[config.mk]
export PLATFORM = sky130hd
export DESIGN_NAME = render_gated_capture_suppressor_flat
export DESIGN_NICKNAME = d
export VERILOG_FILES = /design/src/hdl/rgcs_pkg.sv /design/src/hdl/rgcs_channels.sv /design/src/hdl/rgcs_fifo.sv /design/src/hdl/rgcs_front.sv /design/src/hdl/rgcs_divider.sv /design/src/hdl/rgcs_back.sv /design/src/hdl/render_gated_capture_suppressor.sv /design/src/flat_wrapper.sv
export SDC_FILE = /design/constraint.sdc
export NUM_CORES = 2
export LEC_CHECK = 0
export BUFFER_PORTS_ARGS = -buffer_cell sky130_fd_sc_hd__buf_2
export CAP_MARGIN = 10
export CORE_AREA = 2 2 385 234
export CTS_CLUSTER_SIZE = 20
export DETAILED_ROUTE_END_ITERATION = 8
export DIE_AREA = 0 0 387 236
export PLACE_DENSITY_LB_ADDON = 0.25
export SLEW_MARGIN = 20
export SYNTH_ARGS = -nofsm -noshare
export SYNTH_HDL_FRONTEND = slang
export SYNTH_SLANG_ARGS = --single-unit
[constraint.sdc]
create_clock -name clock -period 10.6 [get_ports clock]
set_clock_uncertainty 0.2 [all_clocks]
set_input_delay 0 -clock clock [delete_from_list [all_inputs] [get_ports clock]]
set_output_delay 0 -clock clock [all_outputs]
set_load 0.02 [all_outputs]
[src/hdl/rgcs_pkg.sv]
// Package for the render-gated capture suppressor.
// Holds field widths, register codes, reset values and queue command codes.
// No dependencies; the files that use it refer to it by scoped name.
package rgcs_pkg;

   localparam int SAMPLE_W   = 16;
   localparam int MEAN_W     = 16;
   localparam int HOLD_W     = 32;
   localparam int RATE_W     = 18;
   localparam int MS_W       = 16;
   localparam int THR_W      = 16;
   localparam int CSR_DATA_W = 18;
   localparam int CSR_IDX_W  = 2;

   // milliseconds per second
   localparam int MS_PER_S   = 1000;

   // hold length = (rate * ms >> 3) / 125 by reciprocal multiplication;
   // exact for a shifted product below 2^31
   localparam int                 RECIP_PRE_SHIFT = 3;
   localparam int                 RECIP_W         = 32;
   localparam int                 RECIP_SHIFT     = 38;
   localparam logic [RECIP_W-1:0] RECIP_125       = 32'd2199023256;

   localparam int QUEUE_DEPTH = 4;

   localparam logic [RATE_W-1:0] SAMPLE_RATE_RST = RATE_W'(8000);
   localparam logic [MS_W-1:0]   HOLD_MS_RST     = MS_W'(200);
   localparam logic [THR_W-1:0]  THRESHOLD_RST   = THR_W'(1000);

   typedef enum logic [CSR_IDX_W-1:0] {
      REG_SAMPLE_RATE      = 2'd0,
      REG_HOLD_MS          = 2'd1,
      REG_ACTIVE_THRESHOLD = 2'd2
   } csr_reg_type;

   typedef enum logic {
      FUNC_RENDER  = 1'b0,
      FUNC_CAPTURE = 1'b1
   } func_type;

   // command kinds carried through the queue from front to back
   typedef enum logic {
      CMD_FRAME   = 1'b0,
      CMD_CAPTURE = 1'b1
   } cmd_type;

endpackage

[src/hdl/rgcs_channels.sv]
// Valid/ready channel interfaces for the suppressor's request and response sides.
// Depends on rgcs_pkg for the field widths.
interface rgcs_req_if;
   logic                                valid;
   logic                                ready;
   logic                                func;
   logic signed [rgcs_pkg::SAMPLE_W-1:0] sample;
   logic                                frame_end;

   modport source (output valid, func, sample, frame_end, input ready);
   modport sink   (input valid, func, sample, frame_end, output ready);
endinterface

interface rgcs_rsp_if;
   logic                                valid;
   logic                                ready;
   logic                                is_frame_result;
   logic signed [rgcs_pkg::SAMPLE_W-1:0] out_sample;
   logic        [rgcs_pkg::MEAN_W-1:0]   mean_level;
   logic                                suppressing;
   logic                                changed;
   logic                                frame_overflow;

   modport source (output valid, is_frame_result, out_sample, mean_level, suppressing,
                   changed, frame_overflow, input ready);
   modport sink   (input valid, is_frame_result, out_sample, mean_level, suppressing,
                   changed, frame_overflow, output ready);
endinterface

[src/hdl/rgcs_fifo.sv]
// Small register queue between the front and back parts.
// Generic in width and depth; no package dependencies.
module rgcs_fifo #(
   parameter int DATA_W = 8,
   parameter int DEPTH  = 4
) (
   input  logic              clock,
   input  logic              reset,
   input  logic              push,
   input  logic [DATA_W-1:0] push_data,
   output logic              full,
   input  logic              pop,
   output logic [DATA_W-1:0] head_data,
   output logic              empty
);

   localparam int PTR_W = $clog2(DEPTH);
   localparam int CNT_W = $clog2(DEPTH + 1);

   logic [DATA_W-1:0] mem_ff [DEPTH];
   logic [PTR_W-1:0]  wr_ptr_ff, wr_ptr_in;
   logic [PTR_W-1:0]  rd_ptr_ff, rd_ptr_in;
   logic [CNT_W-1:0]  fill_ff, fill_in;

   assign full      = (fill_ff == CNT_W'(DEPTH));
   assign empty     = (fill_ff == '0);
   assign head_data = mem_ff[rd_ptr_ff];

   always_comb begin
      wr_ptr_in = wr_ptr_ff;
      rd_ptr_in = rd_ptr_ff;
      fill_in   = fill_ff;
      if (push) begin
         wr_ptr_in = (wr_ptr_ff == PTR_W'(DEPTH - 1)) ? '0 : wr_ptr_ff + 1'b1;
      end
      if (pop) begin
         rd_ptr_in = (rd_ptr_ff == PTR_W'(DEPTH - 1)) ? '0 : rd_ptr_ff + 1'b1;
      end
      if (push && !pop) begin
         fill_in = fill_ff + 1'b1;
      end else if (pop && !push) begin
         fill_in = fill_ff - 1'b1;
      end
   end

   always_ff @(posedge clock) begin
      if (reset) begin
         wr_ptr_ff <= '0;
         rd_ptr_ff <= '0;
         fill_ff   <= '0;
      end else begin
         wr_ptr_ff <= wr_ptr_in;
         rd_ptr_ff <= rd_ptr_in;
         fill_ff   <= fill_in;
      end
   end

   always_ff @(posedge clock) begin
      if (push) begin
         mem_ff[wr_ptr_ff] <= push_data;
      end
   end

`ifndef SYNTHESIS
   a_no_overrun: assert property (@(posedge clock) disable iff (reset)
      push && full |-> pop)
      else $error("queue written while full");
   a_no_underrun: assert property (@(posedge clock) disable iff (reset)
      pop |-> !empty)
      else $error("queue read while empty");
`endif

endmodule

[src/hdl/rgcs_front.sv]
// Front part: takes request transactions, accumulates render frame statistics
// and queues one command per capture sample or frame end. Uses rgcs_pkg, rgcs_req_if.
module rgcs_front #(
   parameter int MAX_FRAME = 4096
) (
   input  logic              clock,
   input  logic              reset,
   rgcs_req_if.sink          req_ch,
   input  logic              q_full,
   output logic              q_push,
   output logic [2 + rgcs_pkg::SAMPLE_W + $clog2(MAX_FRAME + 1)
                 + rgcs_pkg::SAMPLE_W + $clog2(MAX_FRAME + 1) - 1:0] q_data
);

   localparam int CNT_W = $clog2(MAX_FRAME + 1);
   localparam int SUM_W = rgcs_pkg::SAMPLE_W + CNT_W;

   logic [SUM_W-1:0]              sum_ff, sum_in, sum_upd;
   logic [CNT_W-1:0]              count_ff, count_in, count_upd;
   logic                          ovf_ff, ovf_in, ovf_upd;
   logic [rgcs_pkg::SAMPLE_W-1:0] raw;
   logic [rgcs_pkg::SAMPLE_W-1:0] mag;
   logic                          accept;
   logic                          is_render;
   logic                          room;
   rgcs_pkg::cmd_type             kind;

   assign req_ch.ready = !q_full;
   assign accept       = req_ch.valid && req_ch.ready;
   assign is_render    = (rgcs_pkg::func_type'(req_ch.func) == rgcs_pkg::FUNC_RENDER);
   assign raw          = req_ch.sample;
   // two's complement magnitude; the most negative sample maps to 0x8000 unsigned
   assign mag          = raw[rgcs_pkg::SAMPLE_W-1] ? (~raw + 1'b1) : raw;
   assign room         = (count_ff < CNT_W'(MAX_FRAME));

   assign sum_upd   = room ? sum_ff + SUM_W'(mag) : sum_ff;
   assign count_upd = room ? count_ff + 1'b1 : count_ff;
   assign ovf_upd   = ovf_ff || !room;

   assign kind   = is_render ? rgcs_pkg::CMD_FRAME : rgcs_pkg::CMD_CAPTURE;
   assign q_push = accept && (!is_render || req_ch.frame_end);
   assign q_data = {kind, raw, ovf_upd, count_upd, sum_upd};

   always_comb begin
      sum_in   = sum_ff;
      count_in = count_ff;
      ovf_in   = ovf_ff;
      if (accept && is_render) begin
         if (req_ch.frame_end) begin
            sum_in   = '0;
            count_in = '0;
            ovf_in   = 1'b0;
         end else begin
            sum_in   = sum_upd;
            count_in = count_upd;
            ovf_in   = ovf_upd;
         end
      end
   end

   always_ff @(posedge clock) begin
      if (reset) begin
         sum_ff   <= '0;
         count_ff <= '0;
         ovf_ff   <= 1'b0;
      end else begin
         sum_ff   <= sum_in;
         count_ff <= count_in;
         ovf_ff   <= ovf_in;
      end
   end

endmodule

[src/hdl/rgcs_divider.sv]
// Restoring divider, one quotient bit per cycle.
// Generic in dividend and divisor widths; no package dependencies.
module rgcs_divider #(
   parameter int N_W = 34,
   parameter int D_W = 13
) (
   input  logic           clock,
   input  logic           reset,
   input  logic           start,
   input  logic [N_W-1:0] dividend,
   input  logic [D_W-1:0] divisor,
   output logic           done,
   output logic [N_W-1:0] quotient
);

   localparam int STEP_W = $clog2(N_W + 1);

   logic [STEP_W-1:0] step_ff;
   logic              busy_ff;
   logic              done_ff;
   logic [N_W-1:0]    quo_ff;
   logic [D_W-1:0]    rem_ff;
   logic [D_W-1:0]    dsr_ff;
   logic [D_W:0]      trial;
   logic [D_W:0]      diff;
   logic              fits;

   assign trial    = {rem_ff, quo_ff[N_W-1]};
   assign diff     = trial - {1'b0, dsr_ff};
   assign fits     = (trial >= {1'b0, dsr_ff});
   assign done     = done_ff;
   assign quotient = quo_ff;

   always_ff @(posedge clock) begin
      if (reset) begin
         busy_ff <= 1'b0;
         done_ff <= 1'b0;
         step_ff <= '0;
      end else begin
         done_ff <= 1'b0;
         if (start) begin
            busy_ff <= 1'b1;
            step_ff <= STEP_W'(N_W);
         end else if (busy_ff) begin
            step_ff <= step_ff - 1'b1;
            if (step_ff == STEP_W'(1)) begin
               busy_ff <= 1'b0;
               done_ff <= 1'b1;
            end
         end
      end
   end

   // remainder stays below the divisor, so it fits in D_W bits
   always_ff @(posedge clock) begin
      if (start) begin
         quo_ff <= dividend;
         rem_ff <= '0;
         dsr_ff <= divisor;
      end else if (busy_ff) begin
         quo_ff <= {quo_ff[N_W-2:0], fits};
         rem_ff <= fits ? diff[D_W-1:0] : trial[D_W-1:0];
      end
   end

endmodule

[src/hdl/rgcs_back.sv]
// Back part: executes queued commands, keeps the hold counter and configuration,
// and drives the response register. Uses rgcs_pkg, rgcs_rsp_if and rgcs_divider.
module rgcs_back #(
   parameter int MAX_FRAME = 4096
) (
   input  logic                             clock,
   input  logic                             reset,
   input  logic                             csr_we,
   input  logic [rgcs_pkg::CSR_IDX_W-1:0]   csr_index,
   input  logic [rgcs_pkg::CSR_DATA_W-1:0]  csr_wdata,
   input  logic                             q_empty,
   input  logic [2 + rgcs_pkg::SAMPLE_W + $clog2(MAX_FRAME + 1)
                 + rgcs_pkg::SAMPLE_W + $clog2(MAX_FRAME + 1) - 1:0] q_data,
   output logic                             q_pop,
   rgcs_rsp_if.source                       rsp_ch
);

   localparam int CNT_W      = $clog2(MAX_FRAME + 1);
   localparam int SUM_W      = rgcs_pkg::SAMPLE_W + CNT_W;
   localparam int ENTRY_W    = 2 + rgcs_pkg::SAMPLE_W + CNT_W + SUM_W;
   localparam int PROD_W     = rgcs_pkg::RATE_W + rgcs_pkg::MS_W;
   localparam int DIV_N_W    = SUM_W;
   localparam int DIV_D_W    = CNT_W;
   localparam int SCALE_IN_W = PROD_W - rgcs_pkg::RECIP_PRE_SHIFT;
   localparam int SCALED_W   = SCALE_IN_W + rgcs_pkg::RECIP_W;

   typedef enum logic [2:0] {
      ST_IDLE,
      ST_MEAN,
      ST_DECIDE,
      ST_MUL,
      ST_SCALE,
      ST_HOLD,
      ST_OUT
   } state_type;

   state_type                          state_ff;

   logic [rgcs_pkg::RATE_W-1:0]        rate_ff;
   logic [rgcs_pkg::MS_W-1:0]          hold_ms_ff;
   logic [rgcs_pkg::THR_W-1:0]         thr_ff;

   logic [rgcs_pkg::HOLD_W-1:0]        hold_ff;
   logic [rgcs_pkg::MEAN_W-1:0]        last_mean_ff;
   logic [CNT_W-1:0]                   count_ff;
   logic                               ovf_ff;
   logic [PROD_W-1:0]                  prod_ff;
   logic [SCALED_W-1:0]                scaled_ff;

   logic                               pend_frame_ff;
   logic [rgcs_pkg::SAMPLE_W-1:0]      pend_sample_ff;
   logic                               pend_sup_ff;
   logic                               pend_changed_ff;
   logic                               pend_ovf_ff;

   logic                               rsp_valid_ff;
   logic                               rsp_frame_ff;
   logic [rgcs_pkg::SAMPLE_W-1:0]      rsp_sample_ff;
   logic [rgcs_pkg::MEAN_W-1:0]        rsp_mean_ff;
   logic                               rsp_sup_ff;
   logic                               rsp_changed_ff;
   logic                               rsp_ovf_ff;

   logic [SUM_W-1:0]                   q_sum;
   logic [CNT_W-1:0]                   q_count;
   logic                               q_ovf;
   logic [rgcs_pkg::SAMPLE_W-1:0]      q_sample;
   rgcs_pkg::cmd_type                  q_kind;

   logic                               div_start;
   logic [DIV_N_W-1:0]                 div_dividend;
   logic [DIV_D_W-1:0]                 div_divisor;
   logic                               div_done;
   logic [DIV_N_W-1:0]                 div_quotient;

   logic [rgcs_pkg::MEAN_W-1:0]        mean_sat;
   logic [rgcs_pkg::HOLD_W-1:0]        hold_len;
   logic [rgcs_pkg::HOLD_W-1:0]        hold_decay;
   logic                               hold_on;
   logic                               out_free;

   assign q_sum    = q_data[SUM_W-1:0];
   assign q_count  = q_data[SUM_W +: CNT_W];
   assign q_ovf    = q_data[SUM_W + CNT_W];
   assign q_sample = q_data[SUM_W + CNT_W + 1 +: rgcs_pkg::SAMPLE_W];
   assign q_kind   = rgcs_pkg::cmd_type'(q_data[ENTRY_W-1]);

   assign q_pop    = (state_ff == ST_IDLE) && !q_empty;
   assign hold_on  = (hold_ff != '0);
   assign out_free = !rsp_valid_ff || rsp_ch.ready;

   // the divider serves only the frame mean
   assign div_start    = q_pop && (q_kind == rgcs_pkg::CMD_FRAME);
   assign div_dividend = q_sum;
   assign div_divisor  = q_count;

   assign mean_sat   = (count_ff == '0) ? '0 :
                       (|div_quotient[DIV_N_W-1:rgcs_pkg::MEAN_W]) ? '1 :
                       div_quotient[rgcs_pkg::MEAN_W-1:0];
   // the largest hold length stays below 2^25, so it needs no saturation
   assign hold_len   = rgcs_pkg::HOLD_W'(scaled_ff[SCALED_W-1:rgcs_pkg::RECIP_SHIFT]);
   assign hold_decay = (hold_ff > rgcs_pkg::HOLD_W'(count_ff))
                       ? hold_ff - rgcs_pkg::HOLD_W'(count_ff) : '0;

   rgcs_divider #(
      .N_W (DIV_N_W),
      .D_W (DIV_D_W)
   ) u_divider (
      .clock    (clock),
      .reset    (reset),
      .start    (div_start),
      .dividend (div_dividend),
      .divisor  (div_divisor),
      .done     (div_done),
      .quotient (div_quotient)
   );

   always_ff @(posedge clock) begin
      if (reset) begin
         state_ff     <= ST_IDLE;
         rate_ff      <= rgcs_pkg::SAMPLE_RATE_RST;
         hold_ms_ff   <= rgcs_pkg::HOLD_MS_RST;
         thr_ff       <= rgcs_pkg::THRESHOLD_RST;
         hold_ff      <= '0;
         last_mean_ff <= '0;
         rsp_valid_ff <= 1'b0;
      end else begin
         if (csr_we) begin
            unique case (rgcs_pkg::csr_reg_type'(csr_index))
               rgcs_pkg::REG_SAMPLE_RATE:      rate_ff    <= csr_wdata[rgcs_pkg::RATE_W-1:0];
               rgcs_pkg::REG_HOLD_MS:          hold_ms_ff <= csr_wdata[rgcs_pkg::MS_W-1:0];
               rgcs_pkg::REG_ACTIVE_THRESHOLD: thr_ff     <= csr_wdata[rgcs_pkg::THR_W-1:0];
               default: ;
            endcase
         end

         // in ST_OUT the response register is reloaded whenever it is free
         if (rsp_valid_ff && rsp_ch.ready && (state_ff != ST_OUT)) begin
            rsp_valid_ff <= 1'b0;
         end

         unique case (state_ff)
            ST_IDLE: begin
               if (!q_empty) begin
                  if (q_kind == rgcs_pkg::CMD_CAPTURE) begin
                     state_ff <= ST_OUT;
                  end else begin
                     state_ff <= ST_MEAN;
                  end
               end
            end
            ST_MEAN: begin
               if (div_done) begin
                  last_mean_ff <= mean_sat;
                  state_ff     <= ST_DECIDE;
               end
            end
            ST_DECIDE: begin
               if (last_mean_ff >= thr_ff) begin
                  state_ff <= ST_MUL;
               end else begin
                  hold_ff  <= hold_decay;
                  state_ff <= ST_OUT;
               end
            end
            ST_MUL: begin
               state_ff <= ST_SCALE;
            end
            ST_SCALE: begin
               state_ff <= ST_HOLD;
            end
            ST_HOLD: begin
               hold_ff  <= hold_len;
               state_ff <= ST_OUT;
            end
            ST_OUT: begin
               if (out_free) begin
                  rsp_valid_ff <= 1'b1;
                  state_ff     <= ST_IDLE;
               end
            end
            default: state_ff <= ST_IDLE;
         endcase
      end
   end

   // datapath registers; pend_sup/changed for a frame are settled when hold_ff updates
   always_ff @(posedge clock) begin
      if (q_pop) begin
         count_ff        <= q_count;
         ovf_ff          <= q_ovf;
         pend_frame_ff   <= (q_kind == rgcs_pkg::CMD_FRAME);
         pend_sample_ff  <= (hold_on || (q_kind == rgcs_pkg::CMD_FRAME)) ? '0 : q_sample;
         pend_sup_ff     <= hold_on;
         pend_changed_ff <= 1'b0;
         pend_ovf_ff     <= 1'b0;
      end
      if (state_ff == ST_MUL) begin
         prod_ff <= PROD_W'(rate_ff) * PROD_W'(hold_ms_ff);
      end
      if (state_ff == ST_SCALE) begin
         scaled_ff <= SCALED_W'(prod_ff[PROD_W-1:rgcs_pkg::RECIP_PRE_SHIFT])
                      * SCALED_W'(rgcs_pkg::RECIP_125);
      end
      if (state_ff == ST_DECIDE && last_mean_ff < thr_ff) begin
         pend_sup_ff     <= (hold_decay != '0);
         pend_changed_ff <= hold_on != (hold_decay != '0);
         pend_ovf_ff     <= ovf_ff;
      end
      if (state_ff == ST_HOLD) begin
         pend_sup_ff     <= (hold_len != '0);
         pend_changed_ff <= hold_on != (hold_len != '0);
         pend_ovf_ff     <= ovf_ff;
      end
      if (state_ff == ST_OUT && out_free) begin
         rsp_frame_ff   <= pend_frame_ff;
         rsp_sample_ff  <= pend_sample_ff;
         rsp_mean_ff    <= last_mean_ff;
         rsp_sup_ff     <= pend_sup_ff;
         rsp_changed_ff <= pend_changed_ff;
         rsp_ovf_ff     <= pend_ovf_ff;
      end
   end

   assign rsp_ch.valid           = rsp_valid_ff;
   assign rsp_ch.is_frame_result = rsp_frame_ff;
   assign rsp_ch.out_sample      = rsp_sample_ff;
   assign rsp_ch.mean_level      = rsp_mean_ff;
   assign rsp_ch.suppressing     = rsp_sup_ff;
   assign rsp_ch.changed         = rsp_changed_ff;
   assign rsp_ch.frame_overflow  = rsp_ovf_ff;

`ifndef SYNTHESIS
   a_capture_flags: assert property (@(posedge clock) disable iff (reset)
      rsp_valid_ff && !rsp_frame_ff |-> !rsp_changed_ff && !rsp_ovf_ff)
      else $error("capture transaction carries frame flags");
   a_muted_zero: assert property (@(posedge clock) disable iff (reset)
      rsp_valid_ff && (rsp_frame_ff || rsp_sup_ff) |-> rsp_sample_ff == '0)
      else $error("sample leaks through while suppressed or in a frame result");
   a_div_done_state: assert property (@(posedge clock) disable iff (reset)
      div_done |-> state_ff == ST_MEAN)
      else $error("divider finished outside the mean wait");
   a_pop_starts: assert property (@(posedge clock) disable iff (reset)
      q_pop |=> state_ff == ST_MEAN || state_ff == ST_OUT)
      else $error("popped command not dispatched");
`endif

endmodule

[src/hdl/render_gated_capture_suppressor.sv]
// Top level of the render-gated capture suppressor (half-duplex echo guard).
// Depends on rgcs_pkg, rgcs_channels, rgcs_front, rgcs_fifo, rgcs_back.
//
//   channel | direction | handshake          | contents
//   req_ch  | in        | valid/ready        | func, sample, frame_end
//   rsp_ch  | out       | valid/ready        | frame summary or processed capture sample
//   csr_*   | in        | csr_we, no stall   | sample_rate, hold_ms, active_threshold
//
// A render sample without frame_end is absorbed by the front and queues nothing.
// A capture sample goes from idle straight to the output state in the back; a frame
// end first waits for the bit-serial mean division and the threshold decision,
// then, when the frame is active, runs product, scale by 1/1000 and hold update.
// The four-entry queue lets the front keep taking transactions while the back
// divides or the response is stalled. Reset is synchronous; no clearing pass.
module render_gated_capture_suppressor #(
   parameter int MAX_FRAME = 4096
) (
   input  logic                            clock,
   input  logic                            reset,
   rgcs_req_if.sink                        req_ch,
   rgcs_rsp_if.source                      rsp_ch,
   input  logic                            csr_we,
   input  logic [rgcs_pkg::CSR_IDX_W-1:0]  csr_index,
   input  logic [rgcs_pkg::CSR_DATA_W-1:0] csr_wdata
);

   localparam int CNT_W   = $clog2(MAX_FRAME + 1);
   localparam int SUM_W   = rgcs_pkg::SAMPLE_W + CNT_W;
   localparam int ENTRY_W = 2 + rgcs_pkg::SAMPLE_W + CNT_W + SUM_W;

   logic               q_push;
   logic [ENTRY_W-1:0] q_push_data;
   logic               q_full;
   logic               q_pop;
   logic [ENTRY_W-1:0] q_head;
   logic               q_empty;

   rgcs_front #(
      .MAX_FRAME (MAX_FRAME)
   ) u_front (
      .clock  (clock),
      .reset  (reset),
      .req_ch (req_ch),
      .q_full (q_full),
      .q_push (q_push),
      .q_data (q_push_data)
   );

   rgcs_fifo #(
      .DATA_W (ENTRY_W),
      .DEPTH  (rgcs_pkg::QUEUE_DEPTH)
   ) u_queue (
      .clock     (clock),
      .reset     (reset),
      .push      (q_push),
      .push_data (q_push_data),
      .full      (q_full),
      .pop       (q_pop),
      .head_data (q_head),
      .empty     (q_empty)
   );

   rgcs_back #(
      .MAX_FRAME (MAX_FRAME)
   ) u_back (
      .clock     (clock),
      .reset     (reset),
      .csr_we    (csr_we),
      .csr_index (csr_index),
      .csr_wdata (csr_wdata),
      .q_empty   (q_empty),
      .q_data    (q_head),
      .q_pop     (q_pop),
      .rsp_ch    (rsp_ch)
   );

endmodule

[src/flat_wrapper.sv]
// flat-port wrapper written by rule: the top's interface ports become plain ports
module render_gated_capture_suppressor_flat 
#(
   parameter int MAX_FRAME = 4096
)
  (clock, reset, csr_we, csr_index, csr_wdata, req_ch_valid, req_ch_func, req_ch_sample, req_ch_frame_end, req_ch_ready, rsp_ch_valid, rsp_ch_is_frame_result, rsp_ch_out_sample, rsp_ch_mean_level, rsp_ch_suppressing, rsp_ch_changed, rsp_ch_frame_overflow, rsp_ch_ready);
  rgcs_req_if req_ch_i ();
  rgcs_rsp_if rsp_ch_i ();
  input  logic clock;
  input  logic reset;
  input  logic csr_we;
  input  logic [rgcs_pkg::CSR_IDX_W-1:0] csr_index;
  input  logic [rgcs_pkg::CSR_DATA_W-1:0] csr_wdata;
  input wire logic [$bits(req_ch_i.valid)-1:0] req_ch_valid;
  input wire logic [$bits(req_ch_i.func)-1:0] req_ch_func;
  input wire logic [$bits(req_ch_i.sample)-1:0] req_ch_sample;
  input wire logic [$bits(req_ch_i.frame_end)-1:0] req_ch_frame_end;
  output wire logic [$bits(req_ch_i.ready)-1:0] req_ch_ready;
  output wire logic [$bits(rsp_ch_i.valid)-1:0] rsp_ch_valid;
  output wire logic [$bits(rsp_ch_i.is_frame_result)-1:0] rsp_ch_is_frame_result;
  output wire logic [$bits(rsp_ch_i.out_sample)-1:0] rsp_ch_out_sample;
  output wire logic [$bits(rsp_ch_i.mean_level)-1:0] rsp_ch_mean_level;
  output wire logic [$bits(rsp_ch_i.suppressing)-1:0] rsp_ch_suppressing;
  output wire logic [$bits(rsp_ch_i.changed)-1:0] rsp_ch_changed;
  output wire logic [$bits(rsp_ch_i.frame_overflow)-1:0] rsp_ch_frame_overflow;
  input wire logic [$bits(rsp_ch_i.ready)-1:0] rsp_ch_ready;
  assign req_ch_i.valid = req_ch_valid;
  assign req_ch_i.func = req_ch_func;
  assign req_ch_i.sample = req_ch_sample;
  assign req_ch_i.frame_end = req_ch_frame_end;
  assign req_ch_ready = req_ch_i.ready;
  assign rsp_ch_valid = rsp_ch_i.valid;
  assign rsp_ch_is_frame_result = rsp_ch_i.is_frame_result;
  assign rsp_ch_out_sample = rsp_ch_i.out_sample;
  assign rsp_ch_mean_level = rsp_ch_i.mean_level;
  assign rsp_ch_suppressing = rsp_ch_i.suppressing;
  assign rsp_ch_changed = rsp_ch_i.changed;
  assign rsp_ch_frame_overflow = rsp_ch_i.frame_overflow;
  assign rsp_ch_i.ready = rsp_ch_ready;
  render_gated_capture_suppressor #(.MAX_FRAME(MAX_FRAME)) u_core (.clock(clock), .reset(reset), .req_ch(req_ch_i), .rsp_ch(rsp_ch_i), .csr_we(csr_we), .csr_index(csr_index), .csr_wdata(csr_wdata));
endmodule
==> summary.md <==
| Metric | Value |
|---|---|
| Status | complete, no violations |
| Maxcap violations | 0 |
| Post-synth EDFFs | 408 |
| Yosys reg bits | 582 |
| Hold_buf cts | 84 |
| Vias in the first global route | 31900 |
| Seq/Total Area, Yosys | 32.8% |
| Predominant post-synthesis flop cell | edfxtp_1 |
| Share of cells above drive strength 1 | 7.02% |
| Post-DRT Antenna Nets | 0 |
| Top delay family on crit path | adder cells |
| Fmax | about 120 MHz |
| Post-CTS setup buffer count | 0 |
| Most frequent cells in the layout | inv_1 (862), ha_1 (552), fa_1 (513) |
| Synth unique cells | roughly 100 |
| RSZ-0062 raised after global routing | no |
| Hold_sp | csr_wdata[6] |
| Area leader, netlist | edfxtp_1 |
| Fin. Hold Viols | 0 |
| Synthesized cell area | 48000 um2 |
| Cells after Synth | 4467 |
| Slowest cell on the critical path | edfxtp_1 |
| Pin count of the biggest net entering global routing | 67 |
| Top-Level Pins | a little over 80 |
| # DRC | 0 |
| Startpoint type of the worst setup path | register |
| Worst-path fanout max | 10 |
| Post-Syn Nets | 5575 |
| Worst Setup End Kind | register |
| Clk sink count | just under 600 |
| Grt total ovfl | 0 |
| Total die area | slightly above 90000 um2 |
| Rel. slew slack | 23.6% |
| Clock buffer depth | 3 |
| Setup-failing EPs final | 0 |
| Commonest non-fill, non-tap cell in the layout | inv_1 |
| Wire length on met3 | 11400 um |
| Via count | about 32000 |
| Dominant cells by area after synthesis | edfxtp_1 (26%), fa_1 (21%), ha_1 (14%) |
| Die span in x | 387 um |
| Initial antenna violation count | 3 |
| WS Path Type | register to register |
| Critical Path AT | 8.50 ns |
| PortBufs | 80 |
| Worst-path clk slew | 0.06 ns |
| First-pass GRT wire length | 186000 um |
| Initial core utilization | a little over half |
| Crit path top cell by count | fa_1 |
| H-tree depth | 2 |
| First-pass DRT Iterations | 6 |
| Area share of the largest cell type after synthesis | 25.5% |
| Average routed wire per standard cell | between 20 and 25 um |
| Uppermost routed layer | met5 |
| WP data required | 10.75 ns |
| Met2 Wirelength | 46400 um |
| All-Layer GR Usage | a little over a quarter |
| Syn Area/Cell | 10.7 um2 |
| Worst skew pair latency | 0.66 ns |
| Critical Path Start | u_core.u_back.prod_ff[20] |
| Slew Viols, Final | 0 |
| Reg-to-reg startpoint | u_core.u_back.prod_ff[20] |
| FFs w/ async S/R, synth | 0% |
| Minimum clock period | around 8.4 ns |
| Crit path largest cell delay | 0.78 ns |
| Yosys warns | 0 |
| Crit path buffers/inverters | 4 |
| Fillers | 7272 |
| Root buffer cell | clkbuf_16 |
| Fin nets | 5689 |
| Layout area overhead | 9.37% |
| CTS resizes | 0 |
| Met1 wire length | 58800 um |
| Final WL | around 120000 um |
| Vias/cell | 5.55 |
| Placer Congestion | 0.953 |
| CTS buffer count | 54 |
| Core region area | 88400 um2 |
| Core Rows | 85 |
| Critical-path cell list | ha_1 -> fa_1 -> fa_1 -> inv_1 -> fa_1 -> inv_1 -> fa_1 -> fa_1 -> fa_1 -> inv_1 -> fa_1 -> inv_1 -> ha_1 -> nand4_1 -> nor4_1 -> nand3_1 -> a21oi_1 -> o21ai_1 -> a211oi_2 -> a21oi_1 -> nor3_1 -> a41o_1 -> o31a_1 -> a21oi_1 |
| DR iter-0 viols | 2989 |
| Fin crit share | about four fifths |
| TNS Setup | 0 ns |
| Worst-margin pin slew | between 1 and 1.5 ns |
| Die span in y | 236 um |
| CTS tree | built |
| Class of the worst hold path | input pin to register |
| HPWL after DPL | 91700 um |
-- path summary, 6_finish.rpt --
check / endpoint / slack (ns) / cells past startpoint
setup / recovery: u_core.u_back.scaled_ff[61] / 2.25 / 24
hold / removal: u_core.u_back.rate_ff[6] / 0.03 / 4
setup reg to reg: u_core.u_back.scaled_ff[61] / 2.25 / 24
hold reg to reg: u_core.u_back.rsp_ch.is_frame_result / 0.21 / 0
-- cell usage after synthesis, types with 8 or more instances --
cell type,n
inv_1,862
ha_1,552
fa_1,513
nand2_1,505
edfxtp_1,408
dfxtp_1,174
a21oi_1,169
nor2_1,143
clkbuf_1,119
o21ai_0,118
and2_1,110
xnor2_1,89
mux4_2,60
nand3_1,53
a21o_1,49
nor3_1,47
xor2_1,39
a22oi_1,31
and3_1,27
nor2b_1,26
a211oi_1,25
o21a_1,23
nand4_1,22
o211ai_1,22
nand2b_1,21
a31oi_1,20
nor4_1,18
mux2i_1,16
o31ai_1,13
or3_1,13
or2_2,11
a311oi_1,8
buf_1,8
-- logic make-up (layout without fill, tap and decap cells) --
family                     Yosys count  in the layout  synth area share, %
buffers and inverters              999           1159                 7.90
and+or+nand+nor                   1047           1047                 10.3
xor gates and xnor gates           128            128                 2.34
muxes                               80             80                 3.24
other                                0              1                    0
adders and majority gates         1065           1065                 35.8
DFF                                582            582                 32.8
AOI/OAI and AO/OA                  566            566                 7.60
-- area by class of cell --
| cell class | count | area (um2) | share of cell area [%] |
|---|---|---|---|
| Sequential cell | 582 | 15700 | 30.0 |
| Multi-Input combinational cell | 2886 | 28500 | 54.3 |
| Timing Repair Buffer | 194 | 1490 | 2.84 |
| Clock buffer | 62 | 1400 | 2.67 |
| Clock inverter | 40 | 637 | 1.21 |
| Antenna cell | 1 | 2.50 | 0.00477 |
| Tap cell | 1174 | 1470 | 2.80 |
| Inverter | 863 | 3240 | 6.17 |
-- sequential cells by signal, summed over array words and instances (netlist names), 13 cells and up, named ones only --
register                          cells
u_core.u_back.hold_ff                32
u_core.u_front.sum_ff                29
u_core.u_back.count_ff               13
u_core.u_back.prod_ff                31
u_core.u_back.last_mean_ff           16
u_core.u_back.scaled_ff              25
u_core.u_back.pend_sample_ff         16
u_core.u_back.u_divider.quotient     29
u_core.u_back.hold_ms_ff             16
u_core.u_front.count_ff              13
u_core.u_back.rsp_ch.out_sample      16
u_core.u_queue.mem_ff               240
u_core.u_back.thr_ff                 16
u_core.u_back.u_divider.rem_ff       13
u_core.u_back.rsp_ch.mean_level      16
u_core.u_back.rate_ff                18
u_core.u_back.u_divider.dsr_ff       13
-- stage by stage --
stage | setup WS [ns] | std cells | hold slack, ns | cell area (um2) | utilization (%)
4_1_cts | 2.27 | 5801 | 0.000589 | 52500 | 59.4
2_1_floorplan | 3.43 | 4467 | -0.101 | 48000 | -
3_5_place_dp | 2.27 | 5615 | 0.0477 | 49600 | 56.1
6_report | 2.25 | 5802 | 0.0265 | 52500 | 59.4
5_1_grt | 1.88 | 5801 | 0.0132 | 52500 | 59.4
3_3_place_gp | 2.38 | 5614 | 0.0510 | 49600 | 56.1
-- per-layer routing --
layer  up-vias  track usage [%]
met4         2             3.92
met5         -            0.468
met3        95             6.46
li1      15000                -
met1     15900             43.0
met2      1187             35.2
-- tightest hold or removal path, stage by stage --
cell	delay, ns
dlygate4sd3_1	0.53
buf_2	0.14
nand2_1	0.05
nand3_1	0.07
Power is left out: the tool's default activity adds up to more than one toggle a clock period on the data nets, which glitch-free logic cannot reach.
